--- config.mk ---
export PLATFORM = sky130hd
export DESIGN_NAME = float32_to_small_float
export DESIGN_NICKNAME = d
export VERILOG_FILES = /design/src/hdl/f2sf_pkg.sv /design/src/hdl/float32_to_small_float.sv
export SDC_FILE = /design/constraint.sdc
export NUM_CORES = 1
export LEC_CHECK = 0
export BUFFER_PORTS_ARGS = -buffer_cell sky130_fd_sc_hd__buf_2
export CAP_MARGIN = 20
export CORE_MARGIN = 4
export CORE_UTILIZATION = 45
export CTS_BUF_LIST = sky130_fd_sc_hd__clkbuf_4 sky130_fd_sc_hd__clkbuf_8
export DETAILED_ROUTE_END_ITERATION = 10
export SLEW_MARGIN = 20
export SYNTH_ARGS = -nofsm -noshare
export SYNTH_HDL_FRONTEND = slang
export SYNTH_SLANG_ARGS = --single-unit
--- constraint.sdc ---
create_clock -name clock -period 7.1 [get_ports clock]
set_clock_uncertainty 0.05 [all_clocks]
set_input_delay 1.42 -clock clock [delete_from_list [all_inputs] [get_ports clock]]
set_output_delay 1.42 -clock clock [all_outputs]
set_load 0.03 [all_outputs]
--- src/hdl/f2sf_pkg.sv ---
`timescale 1ns / 1ps
// ----------------------------------------------------------------------------
// f2sf_pkg: shared types and constants of the float32 to small-float converter
// Target format codes, exponent limits and the canonical special values.
// ----------------------------------------------------------------------------
package f2sf_pkg;

   // target format, carried in tuser
   typedef enum logic [1:0] {
      FMT_HALF = 2'd0,
      FMT_F11  = 2'd1,
      FMT_F10  = 2'd2
   } fmt_type;

   localparam int unsigned VALUE_W  = 32;
   localparam int unsigned RESULT_W = 16;

   // float32 exponent limits; small formats share bias 15
   localparam logic [7:0] EXP_ZERO   = 8'h00;
   localparam logic [7:0] EXP_SPEC   = 8'hff;
   localparam logic [7:0] EXP_OFFSET = 8'd112;       // 127 - 15
   localparam logic [7:0] EXP_MAX    = 8'd142;       // 127 + 15

   // round-bit position of a denormal result: (23 - mb - 1) + 113
   localparam logic [7:0] DN_SHIFT_HALF = 8'd125;
   localparam logic [7:0] DN_SHIFT_F11  = 8'd129;
   localparam logic [7:0] DN_SHIFT_F10  = 8'd130;

   // canonical specials
   localparam logic [15:0] NAN_HALF = 16'h7e00;
   localparam logic [15:0] NAN_F11  = 16'h07e0;
   localparam logic [15:0] NAN_F10  = 16'h03f0;
   localparam logic [15:0] INF_HALF = 16'h7c00;
   localparam logic [15:0] INF_F11  = 16'h07c0;
   localparam logic [15:0] INF_F10  = 16'h03e0;

endpackage

--- src/hdl/float32_to_small_float.sv ---
`timescale 1ns / 1ps
// ----------------------------------------------------------------------------
// float32_to_small_float: float32 to half / float11 / float10 converter
// Rounds to nearest (ties away), flushes float32 denormals, denormalises
// small results and maps specials to canonical codes.
// ----------------------------------------------------------------------------
//
//  channel | dir | handshake             | payload
//  --------+-----+-----------------------+----------------------------------
//  req     | in  | req_tvalid/req_tready | tdata: value_bits, tuser: cmd
//  rsp     | out | rsp_tvalid/rsp_tready | tdata: result_bits
//
//  One item per cycle sustained while rsp_tready is held high; rsp_tvalid
//  rises once an accepted item has passed from the input register through
//  one conversion pass into the result register.
//  The conversion is a single combinational pass: an exponent compare, a
//  rounding add and a barrel shift for denormal results.
//  Synchronous active-high reset empties both stages; payload is not reset.
//  A stalled result holds in the output register; the input stage keeps
//  accepting as long as the item ahead of it can move on.
// ----------------------------------------------------------------------------
module float32_to_small_float
   import f2sf_pkg::*;
(
   input  logic                  clock,
   input  logic                  reset,
   // input channel
   input  logic                  req_tvalid,
   output logic                  req_tready,
   input  logic [VALUE_W-1:0]    req_tdata,   // [31:0] value_bits
   input  logic [1:0]            req_tuser,   // [1:0] cmd
   // result channel
   output logic                  rsp_tvalid,
   input  logic                  rsp_tready,
   output logic [RESULT_W-1:0]   rsp_tdata    // [15:0] result_bits
);

   // ---------------- pipeline control ----------------
   logic                s1_valid_ff, s1_valid_in;
   fmt_type             s1_cmd_ff;
   logic [VALUE_W-1:0]  s1_value_ff;
   logic                rsp_valid_ff, rsp_valid_in;
   logic [RESULT_W-1:0] rsp_data_ff;

   logic req_accept;
   logic rsp_free;     // output register can take an item this cycle
   logic s1_adv;       // input stage hands its item on

   assign rsp_free   = !rsp_valid_ff || rsp_tready;
   assign s1_adv     = s1_valid_ff && rsp_free;
   assign req_tready = !s1_valid_ff || rsp_free;
   assign req_accept = req_tvalid && req_tready;

   assign rsp_tvalid = rsp_valid_ff;
   assign rsp_tdata  = rsp_data_ff;

   always_comb begin
      s1_valid_in = s1_valid_ff;
      if (req_accept) begin
         s1_valid_in = 1'b1;
      end else if (s1_adv) begin
         s1_valid_in = 1'b0;
      end

      rsp_valid_in = rsp_valid_ff;
      if (s1_adv) begin
         rsp_valid_in = 1'b1;
      end else if (rsp_tready) begin
         rsp_valid_in = 1'b0;
      end
   end

   // ---------------- conversion ----------------
   logic                sign;
   logic [7:0]          expo;
   logic [22:0]         mant;
   logic [23:0]         full;       // mantissa with hidden one
   logic [4:0]          ex_n;       // rebiased exponent, normal results
   logic [14:0]         norm_mag;   // exponent|mantissa plus round; carry lands in exponent
   logic [7:0]          dn_shift;
   logic [23:0]         dn_bits;    // result mantissa with round bit at bit 0
   logic [14:0]         dn_mag;
   logic                signed_fmt;
   logic                known_fmt;
   logic [15:0]         nan_code;
   logic [15:0]         inf_code;
   logic [15:0]         sgn_bit;
   logic [RESULT_W-1:0] result_in;

   always_comb begin
      sign       = s1_value_ff[31];
      expo       = s1_value_ff[30:23];
      mant       = s1_value_ff[22:0];
      full       = {1'b1, mant};
      ex_n       = 5'(expo - EXP_OFFSET);
      norm_mag   = '0;
      dn_shift   = '0;
      signed_fmt = 1'b0;
      known_fmt  = 1'b1;
      nan_code   = '0;
      inf_code   = '0;

      case (s1_cmd_ff)
         FMT_HALF: begin
            norm_mag   = {ex_n, mant[22:13]} + 15'(mant[12]);
            dn_shift   = DN_SHIFT_HALF - expo;
            signed_fmt = 1'b1;
            nan_code   = NAN_HALF;
            inf_code   = INF_HALF;
         end
         FMT_F11: begin
            norm_mag = 15'({ex_n, mant[22:17]}) + 15'(mant[16]);
            dn_shift = DN_SHIFT_F11 - expo;
            nan_code = NAN_F11;
            inf_code = INF_F11;
         end
         FMT_F10: begin
            norm_mag = 15'({ex_n, mant[22:18]}) + 15'(mant[17]);
            dn_shift = DN_SHIFT_F10 - expo;
            nan_code = NAN_F10;
            inf_code = INF_F10;
         end
         default: begin
            known_fmt = 1'b0;
         end
      endcase

      // shifts of 24 or more clear everything, round bit included
      dn_bits = full >> dn_shift;
      dn_mag  = 15'(dn_bits[23:1]) + 15'(dn_bits[0]);
      sgn_bit = {signed_fmt & sign, 15'b0};

      if (!known_fmt) begin
         result_in = '0;
      end else if (expo == EXP_ZERO) begin
         result_in = sgn_bit;                   // zero or flushed denormal
      end else if (!signed_fmt && sign) begin
         result_in = '0;                        // negative into unsigned format
      end else if (expo == EXP_SPEC && mant != '0) begin
         result_in = nan_code;                  // NaN, no sign
      end else if (expo > EXP_MAX) begin
         result_in = inf_code | sgn_bit;        // overflow or infinity
      end else if (expo > EXP_OFFSET) begin
         result_in = sgn_bit | {1'b0, norm_mag};
      end else begin
         result_in = sgn_bit | {1'b0, dn_mag};  // carry here gives exponent 1
      end
   end

   // ---------------- registers ----------------
   always_ff @(posedge clock) begin
      if (reset) begin
         s1_valid_ff  <= 1'b0;
         rsp_valid_ff <= 1'b0;
      end else begin
         s1_valid_ff  <= s1_valid_in;
         rsp_valid_ff <= rsp_valid_in;
      end
   end

   always_ff @(posedge clock) begin
      if (req_accept) begin
         s1_cmd_ff   <= fmt_type'(req_tuser);
         s1_value_ff <= req_tdata;
      end
      if (s1_adv) begin
         rsp_data_ff <= result_in;
      end
   end

   // ---------------- assertions ----------------
   // an accepted item always occupies the input stage next cycle
   a_accept_loads: assert property (@(posedge clock) disable iff (reset)
      req_accept |=> s1_valid_ff)
      else $error("accepted item missing from input stage");

   // an item blocked in the input stage keeps its payload
   a_s1_hold: assert property (@(posedge clock) disable iff (reset)
      s1_valid_ff && !s1_adv |=> s1_valid_ff && $stable(s1_value_ff))
      else $error("input stage item lost while blocked");

   // unsigned formats never set bits above their width
   a_f11_width: assert property (@(posedge clock) disable iff (reset)
      s1_valid_ff && s1_cmd_ff == FMT_F11 |-> result_in[15:11] == '0)
      else $error("float11 result wider than 11 bits");

   a_f10_width: assert property (@(posedge clock) disable iff (reset)
      s1_valid_ff && s1_cmd_ff == FMT_F10 |-> result_in[15:10] == '0)
      else $error("float10 result wider than 10 bits");

   // both stages empty after reset
   a_reset_empty: assert property (@(posedge clock)
      $past(reset) |-> !rsp_tvalid && !s1_valid_ff)
      else $error("pipeline not empty after reset");

endmodule
; Word level (Yosys, flattened, before mapping)
; Cells that the tools add are included.
[totals]
register_bits = 52
in_bits = 38
output_inout_bits = 18
wordCells = 56
[op_classes]
add_sub_neg = 8
order_cmp = 2
n_eq_ne = 3
shifts = 1
n_mux = 15
bitwise_logic = 5
reduce_logical = 16
[op_table]
columns = operator, count
row1 = one-hot mux 15 bit (3 select lines), 3
row2 = 2-to-1 mux 16 bit, 5
row3 = OR 16 x 15 -> 16 bit, 2
row4 = adder 15 x 1 -> 15 bit, 2
row5 = one-hot mux 8 bit (3 select lines), 1
row6 = >> shifter 24 x 8 -> 16 bit, 1
row7 = nonzero test 23 bit, 1
row8 = OR 16 bit, 1
row9 = "subtractor 8 bit, first input constant", 2
row10 = adder 11 x 1 -> 12 bit, 1
row11 = adder 10 x 1 -> 11 bit, 1
row12 = "equality test 8 bit, second input constant", 1
row13 = "> comparator 8 x 7 -> 1 bit, second input constant", 1
row14 = "> comparator 8 bit, second input constant", 1
row15 = zero test 8 bit, 1
row16 = "subtractor 7 x 8 -> 8 bit, first input constant", 1
row17 = 2-to-1 mux 1 bit, 6
row18 = OR reduction 3 bit, 2
row19 = "subtractor 5 bit, second input constant", 1
row20 = logical AND 1 bit, 4
row21 = nonzero test 2 bit, 2
row22 = zero test 1 bit, 3
row23 = "equality test 2 x 1 -> 1 bit, second input constant", 1
row24 = "equality test 2 bit, second input constant", 1
row25 = 4 further kinds, 5

; Longest topological paths before layout
; Gate-level depths: netlist (run 1).
[depth]
word_depth = 10
depth_mapped = 22
ltp_nobuf = 20

; Worst setup path before layout (run 1)
; OpenSTA, ideal clock, no wires.
[synth_path]
path_type = register -> register
startpoint = register s1_cmd_ff[1]
endpoint = register rsp_data_ff[9], in the netlist rsp_tdata[9] (data pin)
setup_ns = 0.262
t_arrival_ns = 3.810
required_ns = 6.788
path_slack_ns = 2.978
stages_incl_launch_ff = 21
n_path_buf = 3
synth_period_minus_slack_ns = 4.122
path_cell_list = edfxtp_1 > inv_1 > ha_1 > buf_6 > inv_1 > fa_1 > xor2_1 > a32oi_1 > buf_4 > clkbuf_1 > o21ai_0 > a21oi_1 > a21oi_1 > nor2_1 > ha_1 > o21ai_0 > nor3_2 > nand4_2 > o41a_1 > a211oi_1 > a21oi_1
[synth_via]
elab_chain_cells = 8
elab_cells_between_ends = 22
classes_between = 1 x add/sub / 2 x eq/ne / 1 x shift / 9 x mux / 4 x bitwise / 5 x reduce/logical
[synth_lines]
columns = element, line_no
row1 = start: declaration, float32_to_small_float.sv:40  ; fmt_type s1_cmd_ff;
row2 = start signal: assignment, float32_to_small_float.sv:163  ; s1_cmd_ff <= fmt_type'(req_tuser);
row3 = "equality test 2 bit, or another cell as far along", float32_to_small_float.sv:103  ; case (s1_cmd_ff)
row4 = one-hot mux 8 bit (3 select lines), float32_to_small_float.sv:103
row5 = >> shifter 24 x 8 -> 16 bit, float32_to_small_float.sv:129  ; dn_bits = full >> dn_shift;
row6 = adder 15 x 1 -> 15 bit, float32_to_small_float.sv:130  ; dn_mag = 15'(dn_bits[23:1]) + 15'(dn_bits[0]);
row7 = OR 16 x 15 -> 16 bit, float32_to_small_float.sv:146  ; result_in = sgn_bit | {1'b0, dn_mag};
row8 = 2-to-1 mux 16 bit, float32_to_small_float.sv:143  ; end else if (expo > EXP_OFFSET) begin
row9 = 2-to-1 mux 16 bit, float32_to_small_float.sv:141  ; end else if (expo > EXP_MAX) begin
row10 = 2-to-1 mux 16 bit, float32_to_small_float.sv:139  ; end else if (expo == EXP_SPEC && mant != '0) begin
row11 = end signal: assignment, float32_to_small_float.sv:167  ; rsp_data_ff <= result_in;
row12 = end: declaration, float32_to_small_float.sv:43  ; logic [RESULT_W-1:0] rsp_data_ff;
; Several ways; a longest one is shown, not always the timed one.
; A chain may end at the register's enable or synchronous reset.

; Worst setup path after layout (run 1)
[layout_path]
startpoint = register s1_cmd_ff[1]
endpoint = register rsp_data_ff[12], in the netlist rsp_tdata[12] (data pin)
; Same word-level chain as after synthesis.

==> reports/qor_table.md, run 1 <==
| Metric | Reported | Unit |
|---|---|---|
| Synth unique cells | 75 | - |
| H-tree depth | 2 | - |
| Wire length reported by the detailed router | 15.3 | mm |
| Static power due to leakage | 2.03 | nW |
| Worst R2R Start | s1_cmd_ff[1]$_DFFE_PP_ | - |
| Wire per inst | 19.7 | um |
| Highest Clock Rate | 0.182 | GHz |
| Run status | finished, final reports clean | - |
| Time the worst path needs with I/O delays and setup | 5480 | ps |
| Number of violations reported at the end of detailed-routing iteration 0 | 667 | - |
| Number of nets with antenna violations after detailed routing | 0 | - |
| Cell area after synthesis | 0.00517 | mm2 |
| IO Port Bufs | 55 | - |
| Initial Util | 46.8 | % |
| Cell family with most CP delay | adder cells | - |
| Final total negative setup slack | 0 | ps |
| Drt via density | 6.32 | - |
| Largest net degree at the start of global routing | 33 | - |
| Critical path depth in cells | 17 | - |
| Source of the critical timing path | s1_cmd_ff[1]$_DFFE_PP_ | - |
| Number of instances in the synthesized netlist | 608 | - |
| Cell-by-cell trace of the critical path | inv_1, ha_1, inv_1, fa_1, a22o_1, mux4_2, nand2_1, a32oi_1, nor2_1, ha_1, ha_1, inv_1, a211oi_1, nand4bb_1, nor4_1, xor2_1, o21ai_0 | - |
| GP Congestion | 0.913 | - |
| Number of antenna violations at the first check in global routing | 0 | - |
| Endpoint kind of the worst setup timing path | register | - |
| Wire length of the first global-routing pass | 24.4 | mm |
| Ratio of final minimum period to clock period | 77.2 | % |
| Root Buffer | clkbuf_8 | - |
| Number of sinks handled by clock tree synthesis | 52 | - |
| Worst Reg2Reg Path Length in Cells | 17 | - |
| TritonCTS clock tree | done | - |
| Maximum Capacitance Violations | 0 | - |
| Total met2 wirelength after detailed routing | 6.76 | mm |
| Antenna Cells | 0 | - |
| Placed instance area | 0.00543 | mm2 |
| Post-synthesis register bit count | 52 | - |
| Total global routing overflow | 0 | - |
| DP Wirelength | 11.6 | mm |
| Post-route cell area | 0.00553 | mm2 |
| Number of buffers and inverters on the critical path | 3 | - |
| Cts repair resizes | 0 | - |
| Total power divided by cell area | 180 | mW/mm2 |
| Total clock buffers created by CTS | 5 | - |
| Critical Path RT | 7130 | ps |
| Worst reg2reg setup slack | 1620 | ps |
| Average cell area after synthesis | 8.50 | um2 |
| RSZ-0062 raised after global routing | false | - |
| Vias in the first global route | 4630 | - |
| Number of synthesized flops with an enable pin | 50 | - |
| Category of the most critical setup path | reg2reg | - |
| Type of the tightest min-delay check | reg2reg | - |
| Power Total | 0.996 | mW |
| Proportion of register bits with asynchronous set or reset after synthesis | 0 | % |
| Overall die area | 0.0133 | mm2 |
| CTS Hold Buffers Added | 0 | - |
| Endpoint of the lowest-slack register-to-register path | rsp_tdata[12]$_SDFFCE_PP0P_ | - |
| Buffers from clock root to sink, at most | 2 | - |
| Post-synthesis sequential area ratio | 29.8 | % |
| Met1 routed wirelength after detailed routing | 6.87 | mm |
| Most common flop cell mapped by yosys | edfxtp_1 | - |
| Nets | 696 | - |
| Chip height | 115 | um |
| Postcts setup bufs | 0 | - |
| Setup Viol. Count Final | 0 | - |
| Top layer in use | met4 | - |
| Net count after synthesis | 668 | - |
| Vias after detailed routing | 4912 | - |
| Die extent in x | 115 | um |
| Highest fanout seen on the critical path | 22 | - |
| Worst-case vdd ir drop | 0.132 | mV |
| Yosys warns | 0 | - |
| Placeable Area | 0.0110 | mm2 |
| CP max-delay cell | ha_1 | - |
| Delay of the slowest cell on the worst path | 650 | ps |
| Area growth, synth to finish | 7.07 | % |
| Final Max Slew Viols | 0 | - |
| Share of final-layout standard cells stronger than drive strength 1 | 14.8 | % |
| Met3 WL post-DR | 1.17 | mm |
| Clock Latency Late Sink | 340 | ps |
| CP arrival | 5510 | ps |
| Critical Path Sink | rsp_tdata[12]$_SDFFCE_PP0P_ | - |
| Clock edge transition at the registers on the reported setup and hold paths | 90 | ps |
| Number of placed I/O pins | 56 | - |
| Global Route Usage Sum | 23.4 | % |
| Final hold violation count | 0 | - |
| Type of origin of the critical path | register | - |
| Slew HR | 39.3 | % |
| First drt pass iteration count | 5 | - |
| # DRC | 0 | - |
| Transition time at the pin with the least slew margin | 910 | ps |
| Rows | 38 | - |
## flip-flops by register name, summed over array words and instances (netlist names)
signal and flops:
s1_valid_ff 1, s1_value_ff 32, rsp_tvalid 1, s1_cmd_ff 2, rsp_tdata 16
## cell usage after synthesis, types with 8 or more instances
library cell	n	area, um2
o21ai_0	47	235
edfxtp_1	50	1500
nor3_1	20	100
and3_1	8	50.1
xnor2_1	34	298
xor2_1	14	123
clkbuf_1	13	48.8
a211oi_1	8	60.1
nand3_1	42	210
nand2_1	58	218
inv_1	25	93.8
and2_1	8	50.1
a21oi_1	30	150
buf_2	11	55.1
a222oi_1	10	100
nor2_1	52	195
o211ai_1	17	128
nand4_1	8	50.1
nor4_1	9	56.3
ha_1	21	263
buf_4	10	75.1
## cell usage in the layout, fill, tap and decap left out, types with 4 or more instances in the layout
cell type,instances
nand2_1,58
buf_2,55
nor2_1,52
edfxtp_1,50
o21ai_0,47
nand3_1,42
xnor2_1,34
a21oi_1,30
inv_1,25
ha_1,21
nor3_1,20
o211ai_1,17
xor2_1,14
a222oi_1,10
nor4_1,9
and2_1,8
nand4_1,8
and3_1,8
a211oi_1,8
mux2i_1,7
buf_4,7
nor2b_1,6
a31oi_1,5
clkbuf_8,5
a32oi_1,4
o22ai_1,4
o31ai_1,4
a21o_1,4
o21a_1,4
mux4_2,4
mux2_2,4
## worst reg2reg max path, delay by kind of cell (launching register included)
kind	cells	cell delay, ps
adder cells (fa/ha/maj)	4	1690
XOR/XNOR	1	170
multiplexers	1	640
AND/OR/NAND/NOR	4	800
AO/OA/AOI/OAI	4	990
flip-flops	1	420
buffers and inverters	3	490
## layer usage
metal / vias up / global-route usage [%]
met5: - / 0
met4: 0 / 8.53
met3: 27 / 4.26
met2: 200 / 35.5
met1: 2349 / 33.4
li1: 2336 / -
## kinds of logic after synthesis
family | count (synthesis) | synth area share (%)
and+or+nand+nor | 233 | 22.4
muxes | 15 | 3.97
AOI/OAI and AO/OA | 172 | 23.7
DFF | 52 | 29.8
adders and majority gates | 22 | 5.47
xor gates and xnor gates | 48 | 8.14
buffers and inverters | 66 | 6.54
## worst min path at each step
| stage | from | to | slack (ps) | cells past startpoint |
|---|---|---|---|---|
| global route | s1_valid_ff$_SDFFE_PP0P_ | rsp_tvalid$_SDFFE_PP0P_ | 510 | 2 |
| floorplan | s1_valid_ff$_SDFFE_PP0P_ | rsp_tvalid$_SDFFE_PP0P_ | 430 | 2 |
| CTS | s1_valid_ff$_SDFFE_PP0P_ | rsp_tvalid$_SDFFE_PP0P_ | 480 | 2 |
| finish | s1_valid_ff$_SDFFE_PP0P_ | rsp_tvalid$_SDFFE_PP0P_ | 470 | 2 |
| detailed placement | s1_valid_ff$_SDFFE_PP0P_ | rsp_tvalid$_SDFFE_PP0P_ | 460 | 2 |
| global placement | s1_valid_ff$_SDFFE_PP0P_ | rsp_tvalid$_SDFFE_PP0P_ | 440 | 2 |
## per-stage QoR
step / instances / hold WS, ps / util [%] / worst slack (ps)
3_3_place_gp: 769 / 441 / 49.2 / 1820
4_1_cts: 777 / 477 / 50.2 / 1660
6_report: 777 / 470 / 50.2 / 1620
2_1_floorplan: 608 / 428 / - / 2980
3_5_place_dp: 769 / 465 / 49.2 / 1670
5_1_grt: 777 / 509 / 50.2 / 1230
## cell type report
cell class | count | area (um2)
sequential | 52 | 1540
clock buffer | 5 | 68.8
inverter | 25 | 93.8
clock inverter | 3 | 37.5
multi-input combinational | 490 | 3290
tap | 140 | 175
fill | 1072 | 5500
timing repair buffer | 62 | 328
## report_power, final
part           leakage (nW)  switching (mW)  internal, mW
Clock                0.0532           0.105         0.103
Combinational          1.48           0.261         0.147
Sequential            0.498          0.0224         0.359
Power figures use the tool's default switching activity.
==> run 2, diff against run 1 <==
==> constraint.sdc (replaced) <==
create_clock -name clock -period 5.6 [get_ports clock]
set_clock_uncertainty 0.05 [all_clocks]
set_input_delay 1.12 -clock clock [delete_from_list [all_inputs] [get_ports clock]]
set_output_delay 1.12 -clock clock [all_outputs]
set_load 0.03 [all_outputs]
==> run 2 against run 1 <==
Against the previous run:
- critical path depth is 1 higher
- non-clock buffer count grew 7
- combinational power increased by 29%
- sequential share of layout area shrank 0.17 points
- largest power group unchanged
- clock-buffer cell count up 1
- sequential power is 26% higher
- core utilization up 0.31 points
- critical path type unchanged
- hold slack improved by 13 ps
- total power up 23%
- clock power grew 8%
==> reports/qor_table.md, run 2 (synthesized netlist as in run 1, its figures left out) <==
| Metric | Reported | Unit | vs previous |
|---|---|---|---|
| Run status | finished, final reports clean | - | unchanged |
| Antenna Cells | 0 | - | unchanged |
| Delay of the slowest cell on the worst path | 630 | ps | was 650 ps |
| Min-delay src | s1_valid_ff$_SDFFE_PP0P_ | - | unchanged |
| Highest fanout seen on the critical path | 22 | - | unchanged |
| Clock edge transition at the registers on the reported setup and hold paths | 90 | ps | about the same |
| Type of the tightest min-delay check | reg2reg | - | unchanged |
| Final hold violation count | 0 | - | unchanged |
| Total global routing overflow | 0 | - | unchanged |
| Wire per inst | 19.6 | um | was 19.7 um |
| IO Port Bufs | 55 | - | unchanged |
| Share of final-layout standard cells stronger than drive strength 1 | 15.8 | % | was 14.8% |
| DP Wirelength | 12.1 | mm | was 11.6 mm |
| Wire length of the first global-routing pass | 24.2 | mm | was 24.4 mm |
| Postcts setup bufs | 0 | - | unchanged |
| Max FFs per register | 32 | - | unchanged |
| Total power divided by cell area | 220 | mW/mm2 | was 180 mW/mm2 |
| First drt pass iteration count | 8 | - | was 5 |
| Drt via density | 6.24 | - | was 6.32 |
| Number of violations reported at the end of detailed-routing iteration 0 | 568 | - | was 667 |
| Critical Path RT | 5640 | ps | was 7130 ps |
| Number of sinks handled by clock tree synthesis | 52 | - | unchanged |
| Vias after detailed routing | 4895 | - | was 4912 |
| Cell-by-cell trace of the critical path | inv_1, ha_1, or3b_1, o21ai_2, nand2_1, and3_1, a311oi_1, o21ai_0, a21oi_1, a21oi_1, nor2_1, ha_1, o21ai_0, nor3_2, nand4_2, nor4_1, nor3_1, a221o_1 | - | was inv_1, ha_1, inv_1, fa_1, a22o_1, mux4_2, nand2_1, a32oi_1, nor2_1, ha_1, ha_1, inv_1, a211oi_1, nand4bb_1, nor4_1, xor2_1, o21ai_0 |
| RSZ-0062 raised after global routing | false | - | unchanged |
| Number of nets with antenna violations after detailed routing | 0 | - | unchanged |
| CP arrival | 4770 | ps | was 5510 ps |
| Worst R2R Start | s1_value_ff[23]$_DFFE_PP_ | - | was s1_cmd_ff[1]$_DFFE_PP_ |
| # DRC | 0 | - | unchanged |
| Commonest non-fill, non-tap cells in the layout | nand2_1 (58), buf_2 (55), nor2_1 (52) | - | unchanged |
| Cts repair resizes | 0 | - | unchanged |
| Worst Setup Slack post-DPL | 932 | ps | was 1670 ps |
| Largest register by flop count | s1_value_ff | - | unchanged |
| TritonCTS clock tree | done | - | unchanged |
| Highest Clock Rate | 0.211 | GHz | was 0.182 GHz |
| Static power due to leakage | 2.05 | nW | was 2.03 nW |
| Slew HR | 38.0 | % | was 39.3% |
| Endpoint of the lowest-slack register-to-register path | rsp_tdata[13]$_SDFFCE_PP0P_ | - | was rsp_tdata[12]$_SDFFCE_PP0P_ |
| Transition time at the pin with the least slew margin | 930 | ps | was 910 ps |
| Root Buffer | clkbuf_8 | - | unchanged |
| Commonest non-fill, non-tap cell in the layout | nand2_1 | - | unchanged |
| Category of the most critical setup path | reg2reg | - | unchanged |
| Post-route cell area | 0.00557 | mm2 | was 0.00553 mm2 |
| Number of antenna violations at the first check in global routing | 0 | - | unchanged |
| Type of origin of the critical path | register | - | unchanged |
| Nets | 703 | - | was 696 |
| Largest net degree at the start of global routing | 33 | - | unchanged |
| Buffers from clock root to sink, at most | 2 | - | unchanged |
| Worst hold endpoint | rsp_tvalid$_SDFFE_PP0P_ | - | unchanged |
| Die extent in x | 115 | um | unchanged |
| CTS Hold Buffers Added | 0 | - | unchanged |
| Time the worst path needs with I/O delays and setup | 4730 | ps | was 5480 ps |
| Worst Reg2Reg Path Length in Cells | 18 | - | was 17 |
| Final total negative setup slack | 0 | ps | unchanged |
| Worst reg2reg setup slack | 870 | ps | was 1620 ps |
| Worst Setup Slack, final | 871 | ps | was 1620 ps |
| GP Congestion | 0.938 | - | was 0.913 |
| Vias in the first global route | 4534 | - | was 4630 |
| Final Max Slew Viols | 0 | - | unchanged |
| Number of placed I/O pins | 56 | - | unchanged |
| H-tree depth | 2 | - | unchanged |
| Placed instance area | 0.00548 | mm2 | was 0.00543 mm2 |
| Placeable Area | 0.0110 | mm2 | unchanged |
| Global Route Usage Sum | 23.5 | % | was 23.4% |
| Total clock buffers created by CTS | 5 | - | unchanged |
| Rows | 38 | - | unchanged |
| Endpoint kind of the worst setup timing path | register | - | unchanged |
| Initial Util | 46.8 | % | unchanged |
| Setup Viol. Count Final | 0 | - | unchanged |
| Count of cells along the worst hold path | 2 | - | unchanged |
| Ratio of final minimum period to clock period | 84.4 | % | was 77.2% |
| Chip height | 115 | um | unchanged |
| Maximum Capacitance Violations | 0 | - | unchanged |
| Clock Latency Late Sink | 330 | ps | was 340 ps |
| Worst-case vdd ir drop | 0.146 | mV | was 0.132 mV |
| Area growth, synth to finish | 7.72 | % | was 7.07% |
| CP max-delay cell | edfxtp_1 | - | was ha_1 |
| Overall die area | 0.0133 | mm2 | unchanged |
| Wire length reported by the detailed router | 15.4 | mm | was 15.3 mm |
[run 2: cell count changes in the layout (fill, tap and decap cells not counted)]
cell | before | now
buf_4 | 7 | 14
bufinv_16 | 1 | 0
clkbuf_4 | 0 | 1
clkinv_1 | 2 | 1
clkinvlp_4 | 0 | 1
[run 2: worst max path at each step]
stage / startpoint / slack (ps) / cells after the start / endpoint
4_1_cts: s1_value_ff[23]$_DFFE_PP_ / 900 / 18 / rsp_tdata[9]$_SDFFCE_PP0P_
6_report: s1_value_ff[23]$_DFFE_PP_ / 870 / 18 / rsp_tdata[13]$_SDFFCE_PP0P_
5_1_grt: s1_value_ff[23]$_DFFE_PP_ / 470 / 19 / rsp_tdata[8]$_SDFFCE_PP0P_
3_5_place_dp: s1_value_ff[23]$_DFFE_PP_ / 930 / 18 / rsp_tdata[13]$_SDFFCE_PP0P_
2_1_floorplan: s1_cmd_ff[1]$_DFFE_PP_ / 1480 / 20 / rsp_tdata[9]$_SDFFCE_PP0P_
3_3_place_gp: s1_value_ff[23]$_DFFE_PP_ / 1060 / 18 / rsp_tdata[9]$_SDFFCE_PP0P_
[run 2: cell type report]
cell class	count	area (um2)
clock buffers	6	76.3
clock inverters	2	11.3
fillers	1051	5460
inverters	25	93.8
multi-input cells	490	3290
flip-flops and latches	52	1540
well taps	140	175
repair buffers	69	380
[run 2: per-layer routing]
metal	GRT usage, %	share of wire (%)	vias up
met3	4.37	7.9	16
met5	0	0	-
met2	36.9	45	225
met1	33.1	45	2306
met4	6.57	2.0	0
li1	-	-	2348
[run 2: per-stage QoR]
| step | utilization, % | instances | hold slack (ps) | power [mW] |
|---|---|---|---|---|
| 6_report | 50.5 | 784 | 484 | 1.23 |
| 5_1_grt | 50.5 | 784 | 516 | 1.30 |
| 4_1_cts | 50.5 | 784 | 483 | 1.23 |
| 3_5_place_dp | 49.7 | 776 | 467 | 1.00 |
| 3_3_place_gp | 49.7 | 776 | 440 | 0.999 |
| 2_1_floorplan | - | 608 | 428 | 0.869 |
[run 2: power breakdown]
group / internal [mW] / leakage [nW] / switching (mW)
Sequential: 0.455 / 0.498 / 0.0262
Clock: 0.0917 / 0.0423 / 0.131
Combinational: 0.191 / 1.51 / 0.333
Total: 0.737 / 2.05 / 0.490
[run 2: critical path, delay by kind of cell, from the launching register on]
family | cells | cell delay (ps)
AND/OR/NAND/NOR | 8 | 1730
AO/OA/AOI/OAI | 7 | 1310
buffers and inverters | 1 | 200
flip-flops | 1 | 630
adder cells (fa/ha/maj) | 2 | 540
==> run 3, diff against run 2 <==
--- a/config.mk
+++ b/config.mk
@@ -5,12 +5,14 @@
 export SDC_FILE = /design/constraint.sdc
 export NUM_CORES = 1
 export LEC_CHECK = 0
+export ABC_AREA = 1
 export BUFFER_PORTS_ARGS = -buffer_cell sky130_fd_sc_hd__buf_2
 export CAP_MARGIN = 20
 export CORE_MARGIN = 4
 export CORE_UTILIZATION = 45
 export CTS_BUF_LIST = sky130_fd_sc_hd__clkbuf_4 sky130_fd_sc_hd__clkbuf_8
 export DETAILED_ROUTE_END_ITERATION = 10
+export PLACE_DENSITY = 0.66
 export SLEW_MARGIN = 20
 export SYNTH_ARGS = -nofsm -noshare
 export SYNTH_HDL_FRONTEND = slang
==> constraint.sdc (replaced) <==
create_clock -name clock -period 4.2 [get_ports clock]
set_clock_uncertainty 0.05 [all_clocks]
set_input_delay 0.84 -clock clock [delete_from_list [all_inputs] [get_ports clock]]
set_output_delay 0.84 -clock clock [all_outputs]
set_load 0.03 [all_outputs]
==> run 3 against run 2 <==
Against the previous run:
- hold slack worse by 60 ps
- die area about the same
- combinational power grew 71%
- largest power group unchanged
- highest routed layer unchanged
==> reports/qor_table.md, run 3 <==
| Metric | Reported | Unit | vs previous |
|---|---|---|---|
| Run status | finished, final reports clean | - | unchanged |
| Number of antenna violations at the first check in global routing | 0 | - | unchanged |
| Top area cells in the synthesized netlist | edfxtp_1 (29%), nand2_1 (12%), nand3_1 (8.4%) | - | was edfxtp_1 (29%), xnor2_1 (5.8%), ha_1 (5.1%) |
| Critical Path RT | 4220 | ps | was 5640 ps |
| Share of final-layout standard cells stronger than drive strength 1 | 27.7 | % | was 15.8% |
| Net count after synthesis | 798 | - | was 668 |
| Delay of the slowest cell on the worst path | 410 | ps | was 630 ps |
| Clock edge transition at the registers on the reported setup and hold paths | 100 | ps | was 90 ps |
| First drt pass iteration count | 5 | - | was 8 |
| Worst-case vdd ir drop | 0.272 | mV | was 0.146 mV |
| Number of violations reported at the end of detailed-routing iteration 0 | 479 | - | was 568 |
| Switching part of the total | 42.8 | % | was 39.9% |
| Buffers from clock root to sink, at most | 2 | - | unchanged |
| Average cell area after synthesis | 7.01 | um2 | was 8.50 um2 |
| Cell area after synthesis | 0.00517 | mm2 | about the same |
| Slew HR | 36.9 | % | was 38.0% |
| Switching power | 0.783 | mW | was 0.490 mW |
| Placed instance area | 0.00577 | mm2 | was 0.00548 mm2 |
| Post-synthesis sequential area ratio | 29.8 | % | about the same |
| Dominant cell by count in the synthesized netlist | nand2_1 | - | unchanged |
| Post-synthesis register bit count | 52 | - | unchanged |
| Number of nets with antenna violations after detailed routing | 0 | - | unchanged |
| Number of placed I/O pins | 56 | - | unchanged |
| Rows | 38 | - | unchanged |
| Yosys warns | 0 | - | unchanged |
| Endpoint of the lowest-slack register-to-register path | rsp_tdata[13]$_SDFFCE_PP0P_ | - | unchanged |
| Highest Clock Rate | 0.249 | GHz | was 0.211 GHz |
| Vias after detailed routing | 5449 | - | was 4895 |
| Post-route cell area | 0.00623 | mm2 | was 0.00557 mm2 |
| H-tree depth | 2 | - | unchanged |
| Wire length reported by the detailed router | 16.4 | mm | was 15.4 mm |
| Category of the most critical setup path | reg2reg | - | unchanged |
| Worst Reg2Reg Path Length in Cells | 27 | - | was 18 |
| Worst R2R Start | s1_cmd_ff[1]$_DFFE_PP_ | - | was s1_value_ff[23]$_DFFE_PP_ |
| Total global routing overflow | 0 | - | unchanged |
| Number of synthesized flops with an enable pin | 50 | - | unchanged |
| Maximum Capacitance Violations | 0 | - | unchanged |
| Total clock buffers created by CTS | 5 | - | unchanged |
| DP Wirelength | 12.7 | mm | was 12.1 mm |
| Number of sinks handled by clock tree synthesis | 52 | - | unchanged |
| Global Route Usage Sum | 24.1 | % | was 23.5% |
| Synth unique cells | 44 | - | was 75 |
| Overall die area | 0.0133 | mm2 | about the same |
| Most frequent cells after synthesis | nand2_1 (167), nand3_1 (87), inv_1 (74) | - | was nand2_1 (58), nor2_1 (52), edfxtp_1 (50) |
| Placeable Area | 0.0110 | mm2 | unchanged |
| Static power due to leakage | 2.74 | nW | was 2.05 nW |
| Time the worst path needs with I/O delays and setup | 4010 | ps | was 4730 ps |
| Die extent in x | 115 | um | about the same |
| Highest fanout seen on the critical path | 7 | - | was 22 |
| Critical Path Sink | rsp_tdata[13]$_SDFFCE_PP0P_ | - | unchanged |
| Most common flop cell mapped by yosys | edfxtp_1 | - | unchanged |
| Largest register by flop count | s1_value_ff | - | unchanged |
| Endpoint kind of the worst setup timing path | register | - | unchanged |
| Commonest non-fill, non-tap cell in the layout | nand2_1 | - | unchanged |
| Initial Util | 46.9 | % | was 46.8% |
| Placed instance count | 941 | - | was 776 |
| Clock Latency Late Sink | 330 | ps | about the same |
| Final total negative setup slack | 0 | ps | unchanged |
| Largest net degree at the start of global routing | 35 | - | was 33 |
| Reg power frac | 34.3 | % | was 39.2% |
| Area growth, synth to finish | 20.6 | % | was 7.72% |
| Type of the tightest min-delay check | reg2reg | - | unchanged |
| Most frequent cell on the critical path | nand3_2 | - |  |
| # DRC | 0 | - | unchanged |
| Ratio of final minimum period to clock period | 95.5 | % | was 84.4% |
| Transition time at the pin with the least slew margin | 947 | ps | was 930 ps |
| Total internal power | 1.05 | mW | was 0.737 mW |
| CP max-delay cell | edfxtp_1 | - | unchanged |
| Combinational cell fraction of total power | 48.8 | % | was 42.7% |
| CP arrival | 4030 | ps | was 4770 ps |
| Max FFs per register | 32 | - | unchanged |
| Total power divided by cell area | 294 | mW/mm2 | was 220 mW/mm2 |
| Clock power frac | 16.9 | % | was 18.1% |
| Worst reg2reg setup slack | 190 | ps | was 870 ps |
| Final hold violation count | 0 | - | unchanged |
| Number of fillers in the final layout | 1059 | - | was 1051 |
| Critical path depth in cells | 27 | - | was 18 |
| Synth area leader | edfxtp_1 | - | unchanged |
| Source of the critical timing path | s1_cmd_ff[1]$_DFFE_PP_ | - | was s1_value_ff[23]$_DFFE_PP_ |
| TritonCTS clock tree | done | - | unchanged |
| Area fraction of the dominant cell type after synthesis | 29.0 | % | was 29.1% |
| Root Buffer | clkbuf_8 | - | unchanged |
| Chip height | 115 | um | about the same |
| Commonest non-fill, non-tap cells in the layout | nand2_1 (156), nand3_1 (74), inv_1 (69) | - | was nand2_1 (58), buf_2 (55), nor2_1 (52) |
| Cell family with most CP delay | simple AND/OR/NAND/NOR gates | - | unchanged |
| IO Port Bufs | 55 | - | unchanged |
| Type of origin of the critical path | register | - | unchanged |
| Wire length of the first global-routing pass | 25.1 | mm | was 24.2 mm |
| Number of buffers and inverters on the critical path | 4 | - | was 1 |
| Wire per inst | 17.1 | um | was 19.6 um |
| Setup Viol. Count Final | 0 | - | unchanged |
| GP Congestion | 0.993 | - | was 0.938 |
| Proportion of register bits with asynchronous set or reset after synthesis | 0 | % | unchanged |
| Drt via density | 5.68 | - | was 6.24 |
| Final Max Slew Viols | 0 | - | unchanged |
| Finished Layout Cells | 959 | - | was 784 |
| Antenna Cells | 0 | - | unchanged |
| Nets | 878 | - | was 703 |
| Vias in the first global route | 4965 | - | was 4534 |
| Number of instances in the synthesized netlist | 738 | - | was 608 |
run 3: area by class of cell:
cell class                 count  area, um2  share of cell area [%]
inverter                      83        319                    5.12
tap                          140        175                    2.81
clock inverter                 2       16.3                   0.261
sequential                    52       1540                    24.7
clock buffer                   6       76.3                    1.22
timing repair buffer         102        694                    11.1
multi-input combinational    574       3410                    54.7
run 3: logic make-up after synthesis:
| logic type | share of synthesized area [%] |
|---|---|
| flip-flops | 29.8 |
| adder cells (fa/ha/maj) | 5.47 |
| AO/OA/AOI/OAI | 15.6 |
| AND/OR/NAND/NOR | 38.6 |
| XOR/XNOR | 1.36 |
| buffers and inverters | 9.22 |
run 3: routing by layer:
layer | vias up | part of all wire, % | GRT usage [%]
met5 | - | 0 | 0
met4 | 0 | 2.1 | 6.57
met3 | 22 | 9.0 | 6.68
met2 | 243 | 45 | 36.8
met1 | 2477 | 44 | 33.5
li1 | 2707 | - | -
run 3: tightest hold or removal path: stages (launching register included):
cell	delay (ps)
dfxtp_1	320
inv_1	60
a21oi_1	60
run 3: worst min path at each step:
| stage | start | endpoint | cells past startpoint |
|---|---|---|---|
| finish | s1_valid_ff$_SDFFE_PP0P_ | rsp_tvalid$_SDFFE_PP0P_ | 2 |
| global route | s1_valid_ff$_SDFFE_PP0P_ | rsp_tvalid$_SDFFE_PP0P_ | 2 |
| CTS | s1_valid_ff$_SDFFE_PP0P_ | rsp_tvalid$_SDFFE_PP0P_ | 2 |
| detailed placement | s1_valid_ff$_SDFFE_PP0P_ | rsp_tvalid$_SDFFE_PP0P_ | 2 |
| global placement | s1_valid_ff$_SDFFE_PP0P_ | rsp_tvalid$_SDFFE_PP0P_ | 2 |
| floorplan | s1_valid_ff$_SDFFE_PP0P_ | rsp_tvalid$_SDFFE_PP0P_ | 2 |
run 3: power by group through the flow:
| stage | Clock, mW | Combinational, mW | Sequential, mW |
|---|---|---|---|
| after floorplan | 0 | 0.538 | 0.652 |
| after global placement | 0 | 0.783 | 0.638 |
| after detailed placement | 0 | 0.785 | 0.639 |
| after CTS | 0.318 | 0.790 | 0.627 |
| after global routing | 0.342 | 0.968 | 0.631 |
| final | 0.310 | 0.894 | 0.628 |
run 3: per-stage QoR:
step | setup WS [ps] | util, % | hold WS, ps | total power [mW]
finish | 190 | 56.5 | 424 | 1.83
global route | -36.0 | 56.5 | 448 | 1.94
CTS | 17.8 | 53.2 | 428 | 1.73
detailed placement | 4.68 | 52.3 | 414 | 1.42
global placement | 41.2 | 52.3 | 400 | 1.42
floorplan | 130 | - | 395 | 1.19
run 3: what timing repair did:
action | in CTS | in global routing
pin swaps | 2 | 29
setup buffers | 0 | 10
cloned | 0 | 1
hold buffers | 0 | 0
resized for setup | 0 | 66
setup endpoints to repair | 2 | 11
